==> src/rtl/sas_pkg.sv <==
package sas_pkg;

	// Operation codes carried on the operation field
	typedef enum logic [3:0] {
		OP_TICK   = 4'd0,
		OP_START  = 4'd1,
		OP_STOP   = 4'd2,
		OP_PAUSE  = 4'd3,
		OP_NEXT   = 4'd4,
		OP_PREV   = 4'd5,
		OP_GOTO   = 4'd6,
		OP_APPEND = 4'd7,
		OP_SET    = 4'd8,
		OP_CLEAR  = 4'd9
	} op_t;

	// One song entry as kept in the table (25 bits)
	typedef struct packed {
		logic [7:0] pattern;
		logic [7:0] bars;
		logic [7:0] reps;
		logic       record;
	} entry_t;

	// One accepted operation
	typedef struct packed {
		logic [3:0] operation;
		logic [5:0] target_index;
		logic [7:0] pattern_number;
		logic [7:0] bar_count;
		logic [7:0] repeat_count;
		logic       record_flag;
	} item_t;

	// One result transaction
	typedef struct packed {
		logic       status;
		logic       play_valid;
		logic [7:0] play_pattern;
		logic [7:0] play_bars;
		logic       play_record;
		logic [5:0] new_entry_index;
		logic [5:0] current_position;
		logic [6:0] entries_in_use;
		logic       is_playing;
	} result_t;

	localparam logic STATUS_DONE    = 1'b0;
	localparam logic STATUS_IGNORED = 1'b1;

endpackage

==> src/rtl/song_arranger_sequencer.sv <==
// Channel  Handshake              Payload
// -------  ---------------------  ------------------------------------------------
// in       in_valid / in_ready    operation, target_index, pattern_number,
//                                 bar_count, repeat_count, record_flag
// out      out_valid / out_ready  status, play_valid, play_pattern, play_bars,
//                                 play_record, new_entry_index, current_position,
//                                 entries_in_use, is_playing
//
// One transaction per cycle while the output is not stalled; each taken input passes
// through the input register, then the result register.
// The song table is read every cycle at the upcoming position, so its registered
// output is already valid when the next operation sits in the input register.
// Reset clears count, position, repeat counter and flags; the table is not cleared.
// A stalled output holds its result and back-pressures the input register only.
module song_arranger_sequencer #(
	parameter int MAX_ENTRIES = 64
) (
	input  logic       clk,
	input  logic       arst_n,
	input  logic       in_valid,
	output logic       in_ready,
	input  logic [3:0] operation,
	input  logic [5:0] target_index,
	input  logic [7:0] pattern_number,
	input  logic [7:0] bar_count,
	input  logic [7:0] repeat_count,
	input  logic       record_flag,
	output logic       out_valid,
	input  logic       out_ready,
	output logic       status,
	output logic       play_valid,
	output logic [7:0] play_pattern,
	output logic [7:0] play_bars,
	output logic       play_record,
	output logic [5:0] new_entry_index,
	output logic [5:0] current_position,
	output logic [6:0] entries_in_use,
	output logic       is_playing
);
	import sas_pkg::*;

	localparam int IDX_W = (MAX_ENTRIES > 1) ? $clog2(MAX_ENTRIES) : 1;

	logic             valid_s1, valid_s2;
	item_t            item_s1;
	result_t          res_s2, res_comb;
	logic             fire;
	logic [IDX_W-1:0] pos_d, wr_addr;
	logic             wr_en;
	entry_t           wr_data, cur_entry;

	// Process the held operation when the result register can take it
	assign fire     = valid_s1 && (!valid_s2 || out_ready);
	assign in_ready = !valid_s1 || fire;

	// Input register control
	always_ff @(posedge clk or negedge arst_n) begin
		if (!arst_n) begin
			valid_s1 <= 1'b0;
		end else if (in_ready) begin
			valid_s1 <= in_valid;
		end
	end

	// Input register payload
	always_ff @(posedge clk) begin
		if (in_ready && in_valid) begin
			item_s1.operation      <= operation;
			item_s1.target_index   <= target_index;
			item_s1.pattern_number <= pattern_number;
			item_s1.bar_count      <= bar_count;
			item_s1.repeat_count   <= repeat_count;
			item_s1.record_flag    <= record_flag;
		end
	end

	sas_ctrl #(
		.MAX_ENTRIES(MAX_ENTRIES),
		.IDX_W      (IDX_W)
	) u_ctrl (
		.clk      (clk),
		.arst_n   (arst_n),
		.fire     (fire),
		.item     (item_s1),
		.cur_entry(cur_entry),
		.pos_d    (pos_d),
		.wr_en    (wr_en),
		.wr_addr  (wr_addr),
		.wr_data  (wr_data),
		.result   (res_comb)
	);

	sas_song_table #(
		.DEPTH(MAX_ENTRIES),
		.IDX_W(IDX_W)
	) u_table (
		.clk    (clk),
		.wr_en  (wr_en),
		.wr_addr(wr_addr),
		.wr_data(wr_data),
		.rd_addr(pos_d),
		.rd_data(cur_entry)
	);

	// Result register control
	always_ff @(posedge clk or negedge arst_n) begin
		if (!arst_n) begin
			valid_s2 <= 1'b0;
		end else if (fire) begin
			valid_s2 <= 1'b1;
		end else if (out_ready) begin
			valid_s2 <= 1'b0;
		end
	end

	// Result register payload
	always_ff @(posedge clk) begin
		if (fire) begin
			res_s2 <= res_comb;
		end
	end

	assign out_valid        = valid_s2;
	assign status           = res_s2.status;
	assign play_valid       = res_s2.play_valid;
	assign play_pattern     = res_s2.play_pattern;
	assign play_bars        = res_s2.play_bars;
	assign play_record      = res_s2.play_record;
	assign new_entry_index  = res_s2.new_entry_index;
	assign current_position = res_s2.current_position;
	assign entries_in_use   = res_s2.entries_in_use;
	assign is_playing       = res_s2.is_playing;

	// A processed transaction always lands in the result register
	a_fire_lands: assert property (@(posedge clk) disable iff (!arst_n)
		fire |=> valid_s2)
		else $error("processed transaction did not reach result register");

	// An empty result register never blocks the input side
	a_ready_when_empty: assert property (@(posedge clk) disable iff (!arst_n)
		!valid_s2 |-> in_ready)
		else $error("input stalled with empty result register");

	// A play command is only issued by a completed operation
	a_play_done: assert property (@(posedge clk) disable iff (!arst_n)
		(valid_s2 && res_s2.play_valid) |-> (res_s2.status == STATUS_DONE))
		else $error("play command on ignored operation");

	// Entry count never exceeds the table depth
	a_count_range: assert property (@(posedge clk) disable iff (!arst_n)
		valid_s2 |-> (int'(res_s2.entries_in_use) <= MAX_ENTRIES))
		else $error("entry count beyond table depth");

endmodule

==> src/rtl/sas_song_table.sv <==
module sas_song_table #(
	parameter int DEPTH = 64,
	parameter int IDX_W = 6
) (
	input  logic                clk,
	input  logic                wr_en,
	input  logic [IDX_W-1:0]    wr_addr,
	input  sas_pkg::entry_t     wr_data,
	input  logic [IDX_W-1:0]    rd_addr,
	output sas_pkg::entry_t     rd_data
);
	import sas_pkg::*;

	entry_t mem [DEPTH];
	entry_t rd_q;

	// Write one entry; read with write-first bypass so a same-cycle update is seen
	always_ff @(posedge clk) begin
		if (wr_en) begin
			mem[wr_addr] <= wr_data;
		end
		if (wr_en && (wr_addr == rd_addr)) begin
			rd_q <= wr_data;
		end else begin
			rd_q <= mem[rd_addr];
		end
	end

	assign rd_data = rd_q;

endmodule

==> src/rtl/sas_ctrl.sv <==
module sas_ctrl #(
	parameter int MAX_ENTRIES = 64,
	parameter int IDX_W       = 6
) (
	input  logic                clk,
	input  logic                arst_n,
	input  logic                fire,
	input  sas_pkg::item_t      item,
	input  sas_pkg::entry_t     cur_entry,
	output logic [IDX_W-1:0]    pos_d,
	output logic                wr_en,
	output logic [IDX_W-1:0]    wr_addr,
	output sas_pkg::entry_t     wr_data,
	output sas_pkg::result_t    result
);
	import sas_pkg::*;

	localparam int CNT_W = $clog2(MAX_ENTRIES + 1);
	localparam int CMP_W = (CNT_W > 6) ? CNT_W : 6;

	logic [CNT_W-1:0] total_q, total_n;
	logic [IDX_W-1:0] pos_q, pos_n;
	logic [7:0]       rc_q, rc_n;
	logic             run_q, run_n;
	logic             pause_q, pause_n;

	logic [CNT_W-1:0] pos_ext, pos_inc;
	logic [IDX_W-1:0] pos_fwd, pos_back;
	logic [7:0]       rc_inc;
	logic             idx_ok, full, has_entries, tick_ok, we_n;
	op_t              op;

	// Shared terms of the operation decode
	always_comb begin
		op          = op_t'(item.operation);
		pos_ext     = CNT_W'(pos_q);
		pos_inc     = pos_ext + CNT_W'(1);
		pos_fwd     = (pos_inc >= total_q) ? '0 : IDX_W'(pos_inc);
		pos_back    = (pos_q == '0) ? IDX_W'(total_q - CNT_W'(1)) : pos_q - IDX_W'(1);
		rc_inc      = rc_q + 8'd1;
		has_entries = (total_q != '0);
		idx_ok      = (CMP_W'(item.target_index) < CMP_W'(total_q));
		full        = (total_q >= CNT_W'(MAX_ENTRIES));
		tick_ok     = run_q && !pause_q && has_entries && (pos_ext < total_q);
	end

	// Entry write data: zero bars or repeats are stored as one
	always_comb begin
		wr_data.pattern = item.pattern_number;
		wr_data.bars    = (item.bar_count == 8'd0) ? 8'd1 : item.bar_count;
		wr_data.reps    = (item.repeat_count == 8'd0) ? 8'd1 : item.repeat_count;
		wr_data.record  = item.record_flag;
		wr_addr         = (op == OP_APPEND) ? IDX_W'(total_q) : IDX_W'(item.target_index);
	end

	// Decode the operation into next state and result
	always_comb begin
		total_n = total_q;
		pos_n   = pos_q;
		rc_n    = rc_q;
		run_n   = run_q;
		pause_n = pause_q;
		we_n    = 1'b0;
		result  = '0;
		result.status = STATUS_IGNORED;
		unique case (op)
			OP_TICK: begin
				if (tick_ok) begin
					result.status       = STATUS_DONE;
					result.play_valid   = 1'b1;
					result.play_pattern = cur_entry.pattern;
					result.play_bars    = cur_entry.bars;
					result.play_record  = cur_entry.record;
					if (rc_inc >= cur_entry.reps) begin
						rc_n  = '0;
						pos_n = pos_fwd;
					end else begin
						rc_n = rc_inc;
					end
				end
			end
			OP_START: begin
				if (has_entries) begin
					run_n         = 1'b1;
					pause_n       = 1'b0;
					result.status = STATUS_DONE;
				end
			end
			OP_STOP: begin
				run_n         = 1'b0;
				pause_n       = 1'b0;
				pos_n         = '0;
				rc_n          = '0;
				result.status = STATUS_DONE;
			end
			OP_PAUSE: begin
				if (run_q) begin
					pause_n       = !pause_q;
					result.status = STATUS_DONE;
				end
			end
			OP_NEXT: begin
				if (has_entries) begin
					rc_n          = '0;
					pos_n         = pos_fwd;
					result.status = STATUS_DONE;
				end
			end
			OP_PREV: begin
				if (has_entries) begin
					rc_n          = '0;
					pos_n         = pos_back;
					result.status = STATUS_DONE;
				end
			end
			OP_GOTO: begin
				if (idx_ok) begin
					pos_n         = IDX_W'(item.target_index);
					rc_n          = '0;
					result.status = STATUS_DONE;
				end
			end
			OP_APPEND: begin
				if (!full) begin
					we_n                   = 1'b1;
					total_n                = total_q + CNT_W'(1);
					result.new_entry_index = 6'(total_q);
					result.status          = STATUS_DONE;
				end
			end
			OP_SET: begin
				if (idx_ok) begin
					we_n          = 1'b1;
					result.status = STATUS_DONE;
				end
			end
			OP_CLEAR: begin
				total_n       = '0;
				pos_n         = '0;
				rc_n          = '0;
				result.status = STATUS_DONE;
			end
			default: begin
			end
		endcase
		result.current_position = 6'(pos_n);
		result.entries_in_use   = 7'(total_n);
		result.is_playing       = run_n && !pause_n;
	end

	// Table read address follows the position the next operation will see
	assign pos_d = fire ? pos_n : pos_q;
	assign wr_en = fire && we_n;

	// Advance song state on each processed transaction
	always_ff @(posedge clk or negedge arst_n) begin
		if (!arst_n) begin
			total_q <= '0;
			pos_q   <= '0;
			rc_q    <= '0;
			run_q   <= 1'b0;
			pause_q <= 1'b0;
		end else if (fire) begin
			total_q <= total_n;
			pos_q   <= pos_n;
			rc_q    <= rc_n;
			run_q   <= run_n;
			pause_q <= pause_n;
		end
	end

endmodule

==> config.mk <==
export PLATFORM = sky130hd
export DESIGN_NAME = song_arranger_sequencer
export DESIGN_NICKNAME = d
export VERILOG_FILES = /design/src/rtl/sas_pkg.sv /design/src/rtl/song_arranger_sequencer.sv /design/src/rtl/sas_song_table.sv /design/src/rtl/sas_ctrl.sv
export SDC_FILE = /design/constraint.sdc
export NUM_CORES = 2
export LEC_CHECK = 0
export BUFFER_PORTS_ARGS = -buffer_cell sky130_fd_sc_hd__buf_2
export CAP_MARGIN = 20
export CORE_ASPECT_RATIO = 0.5
export CORE_UTILIZATION = 25
export DETAILED_ROUTE_END_ITERATION = 8
export GPL_ROUTABILITY_DRIVEN = 0
export GPL_TIMING_DRIVEN = 0
export HOLD_SLACK_MARGIN = 0.1
export PLACE_DENSITY = 0.38
export SLEW_MARGIN = 40
export SYNTH_ARGS = -nofsm -noshare
export SYNTH_HDL_FRONTEND = slang
export SYNTH_SLANG_ARGS = --single-unit
==> constraint.sdc <==
create_clock -name clk -period 5.35 [get_ports clk]
set_input_delay 1.3375 -clock clk [delete_from_list [all_inputs] [get_ports clk]]
set_output_delay 1.3375 -clock clk [all_outputs]
set_load 0.05 [all_outputs]
### Word-level counts from Yosys, hierarchy flattened

Memories as Yosys holds them, arrays and structs flattened. A register that Yosys moved wholly into a read port is not among the register bits.
Index checks and enable logic that the tools add are counted.

* div/mod/pow operators: 0
* equality and inequality tests: 12
* bitwise logic cells: 1
* muxes and demuxes: 37
* $lt $le $gt $ge: 5
* shifts and indexed selects: 0
* add/sub/neg operators: 5
* multiply operators: 0
* reduce and logical (&&, ||, !) cells: 27

Operator list (count)
* $mux W6: 9
* $mux W8: 6
* $pmux W8 S4: 1
* $pmux W6 S5: 1
* $mux W19: 1
* $eq A4 B3 Y1 const B: 4
* $logic_not A8 Y1: 2
* $lt A6 B7 Y1: 2
* $pmux W7 S2: 1
* $mux W1: 13
* $sub A6 B1 Y6 const B: 2
* $add A8 B1 Y8 const B: 1
* $eq A4 B2 Y1 const B: 2
* $eq A4 B4 Y1 const B: 2
* $ge A8 B8 Y1: 1
* $reduce_or A2 Y1: 4
* $add A6 B1 Y7 const B: 1
* $add A7 B1 Y7 const B: 1
* $ge A7 B7 Y1: 1
* $ge A7 B7 Y1 const B: 1
* $logic_and A1 B1 Y1: 7
* $mux W7: 1
* $reduce_bool A7 Y1: 1
* $logic_not A6 Y1: 1
* other kinds (14): 21

* register bits after elaboration: 99
* ROM bits: 0
* latch bits: 0
* memory bits (writable): 1600
* memories: 1

Memory list
* u_table.mem: words 64, bits a word 25, read ports 1, clocked after memory_dff 1, wr ports 1, RTL line sas_song_table.sv:14 `entry_t mem [DEPTH];`

### Depth between registers and ports, before layout

* word-level depth: 7
* mapped depth: 15
* gate-level depth less buffers: 11

### Cells and area by module

Synthesis repeated with hierarchy kept, for this count alone.

* cell total of the unflattened synthesis: 3347
* area total of the unflattened synthesis: 67743.7 um^2

By module, submodules not included
* sas_song_table: cells each 2831, instances 1, area each 62117.1 um^2, sequential area each 48166.2 um^2
* sas_ctrl: cells each 434, instances 1, area each 3300.7 um^2, sequential area each 575.6 um^2
* song_arranger_sequencer: cells each 82, instances 1, area each 2326.0 um^2, sequential area each 2272.2 um^2

### Worst setup path after synthesis

OpenSTA, ideal clock, no wires.

* path type: flip-flop to flip-flop
* start point: reg with a tool-made name
* end point: reg u_ctrl.rc_q[0]
* slack: 1.375 ns
* library setup time: 0.066 ns
* data arrival time: 3.909 ns
* stages on the path, launching flop included: 14
* clock period less this slack: 3.975 ns
* cell sequence: dfxtp_1 -> buf_2 -> buf_4 -> buf_2 -> mux4_2 -> mux4_2 -> a221oi_2 -> ha_1 -> a211oi_1 -> o21ai_0 -> a21oi_1 -> nor4b_2 -> or4b_1 -> nand2_1

RTL lines
* to (signal assigned): RTL line sas_ctrl.sv:166 `rc_q <= rc_n;`
* to (decl): RTL line sas_ctrl.sv:23 `logic [7:0] rc_q, rc_n;`

==> qor.csv <==
stage,metric,value,unit
power,sw_frac_of_total,29.2,%
timing,grt_setup_unrepaired,no,
finish,layout-drive-gt1-share,31.5,%
power,power_leakage,0.0250,uW
setup_path,crit_chain,"buf_2, buf_6, buf_6, buf_2, mux4_2, mux4_2, a22oi_1, nand2_1, ha_1, nor2b_1, o21ai_0, a21oi_1, nor3_4, mux2_2, a31oi_1",
logic_synthesis,synth-edff-count,1674,
global_routing,first_global_vias,34300,
finish,fillers,25300,
finish,final_util,30.7,%
die,start_util,25.2,%
logic_synthesis,synth_cells,3063,
die,io_pins,80,
detailed_routing,vias_per_cell,4.64,
die,fp.dieH,366,um
setup_path,criticalPathCategory,flop to flop,
timing,period_share,96.1,%
place,port-buffer-count,79,
timing,finClkSkew,71.9,ps
power,p_seq_share,43.0,%
finish,regArea,51000,um2
global_routing,grtUsageTotal,15.2,%
die,fp-row-count,133,
power,ir_worst_vdd,0.242,mV
timing,max_freq,195,MHz
place,hpwl,145000,um
timing,worstMarginPinSlew,911,ps
logic_synthesis,synth_nets,3135,
timing,hold-worst-slack,479,ps
detailed_routing,routed_wl,206000,um
finish,num-nets-final,3588,
detailed_routing,drc_errors,0,
timing,drv_slew,0,
finish,multi_input_area,14900,um2
die,die_x,730,um
clocking,cts_hold_repair.buffers,0,
setup_path,required,5970,ps
logic_synthesis,async_reset_ff_share,1.47,%
logic_synthesis,synth_common_cells,"edfxtp_1 (1674), mux4_2 (432), a22oi_1 (141)",
logic_synthesis,ys_seq_area_share,77.0,%
run,drv_cap,0,
logic_synthesis,avgSynthCellArea,21.6,um2
setup_path,reg2reg_depth,15,
logic_synthesis,syn-cell-area,66300,um2
setup_path,endpoint_kind,flop,
setup_path,r2r_setup_slack,210,ps
clocking,cts_buffer_depth,4,
global_routing,grt_max_degree,65,
power,pwr-share-comb,22.3,%
power,switching_power,10100,uW
die,core-area,263000,um2
logic_synthesis,yosysMostFrequentCell,edfxtp_1,
clocking,clk_pin_slew_worst_paths,60,ps
clocking,cts_buffers,181,
clocking,cts-root-buf,clkbuf_16,
logic_synthesis,yosys-top-cells-area,"edfxtp_1 (76%), mux4_2 (15%), a22oi_1 (1.6%), dfrtp_1 (0.94%), clkbuf_1 (0.63%)",
power,power_density,429,nW/um2
global_routing,antenna_found_initial,11,
timing,period_minus_slack,5140,ps
setup_path,cp_data_arrival_time,5760,ps
logic_synthesis,synth_cell_types,70,
setup_path,critPathTopFamily,multiplexers,
clocking,clock_sinks,1705,
logic_synthesis,synth_area_leader_cell,edfxtp_1,
setup_path,critPathSlowestCell,mux4_2,
logic_synthesis,synth-seq-cells,1705,
global_routing,gr-total-overflow,0,
logic_synthesis,synth-main-ff-cell,edfxtp_1,
power,clkPwrFrac,34.6,%
clocking,cts_tree,yes,
min_path,hold_path.class,flop to flop,
timing,setup_viol,0,
detailed_routing,drt-initial-drc-count,3289,
global_routing,grt_pass1_wl,284000,um
power,power,34700,uW
clocking,insertion_delay,840,ps
run_status,status,"complete, no violations",
detailed_routing,ant_nets,0,
setup_path,slowest_delay,590,ps
setup_path,start_kind,flop,
logic_synthesis,ys.warnings.count,0,
setup_path,crit_buf_inv,4,
detailed_routing,vias,33200,
clocking,htree_levels,4,
min_path,whs_path_depth,2,
detailed_routing,wl_per_cell,28.8,um
logic_synthesis,synth.top_cell.area_share,75.8,%
timing,finalHoldViolations,0,
die,die_area,267000,um2
power,intPower,24600,uW
detailed_routing,dr.pass1.iters,5,
finish,area_growth,22.0,%
setup_path,cp_max_fo,11,
timing,relSlewSlack,38.9,%
setup_path,path_depth,15,
-- routing by layer --
layer	vias up	track usage [%]	part of all wire (%)
met5	-	0	0
met4	0	3.54	2.3
met3	253	2.32	4.7
met2	835	25.4	49
met1	18200	20.9	44
li1	13900	-	-
-- placed cells by master, fill, tap and decap left out, types with 64 or more instances in the layout --
master,Yosys,layout
edfxtp_1,1674,1674
nor2_4,0,64
nand2_1,95,88
clkbuf_1,111,107
mux4_2,432,432
a21oi_1,71,71
buf_2,49,133
a22oi_1,141,141
clkbuf_16,0,183
buf_16,0,70
-- final cells by class --
class                      instances  area share [%]
timing repair buffer             270            5.03
inverter                          17          0.0789
antenna                            3         0.00929
buffer                           189            1.16
tap                             3510            5.43
clock buffer                     216            5.82
clock inverter                    95           0.910
sequential                      1705            63.1
multi-input combinational       1152            18.5
-- power by group through the flow --
stage	clock, uW	sequential, uW	combinational (uW)
after CTS	12400	14900	7940
after global routing	12800	14900	8230
after detailed placement	0	15200	7910
after global placement	0	15300	7680
after floorplan	0	15300	4570
final	12000	14900	7740
-- cells by family after synthesis --
kind of cell	synth area share [%]
fa+ha+maj	0.623
compound gates	3.82
flops	77.0
buf+inv	1.37
simple gates	2.07
mux	15.0
xor+xnor	0.159
-- worst reg2reg max path, cell delays in order (launching register included) --
cell and delay, ps:
dfxtp_1 310, buf_2 150, buf_6 260, buf_6 280, buf_2 460, mux4_2 590
mux4_2 590, a22oi_1 190, nand2_1 100, ha_1 280, nor2b_1 40, o21ai_0 180
a21oi_1 200, nor3_4 450, mux2_2 410, a31oi_1 500
-- through the flow --
stage / area, um2 / worst slack (ps) / cells / TNS [ps]
5_1_grt: 80800 / 34.0 / 7154 / 0
4_1_cts: 80800 / 62.2 / 7149 / 0
3_3_place_gp: 71100 / -1920 / 6652 / -2202690
2_1_floorplan: 66300 / 1380 / 3063 / 0
6_report: 80900 / 210 / 7157 / 0
3_5_place_dp: 75300 / -373 / 6838 / -3420
-- timing repair --
item	in CTS	in global routing
resized for setup	3	4
setup buffers	0	3
endpoints found under the setup margin	19	7
-- registers in the layout, summed over array words and instances (netlist names), 7 cells and up, named ones only --
register	count
entries_in_use	7
play_pattern	8
u_table.mem	1600
item_s1	35
play_bars	8
u_ctrl.total_q	7
u_ctrl.rc_q	8
-- worst paths after layout --
| check | start | to |
|---|---|---|
| worst max-delay path | flop | flop |
| worst min-delay path | u_ctrl.pause_q$_DFFE_PN0P_ | u_ctrl.pause_q$_DFFE_PN0P_ |
| worst max register to register | flop | flop |
| worst min register to register | u_ctrl.pause_q$_DFFE_PN0P_ | u_ctrl.pause_q$_DFFE_PN0P_ |
| max in group asynchronous | arst_n | u_ctrl.rc_q[0]$_DFFE_PN0P_ |
| min in group asynchronous | arst_n | valid_s1$_DFFE_PN0N_ |
(Power assumes the default switching activity.)
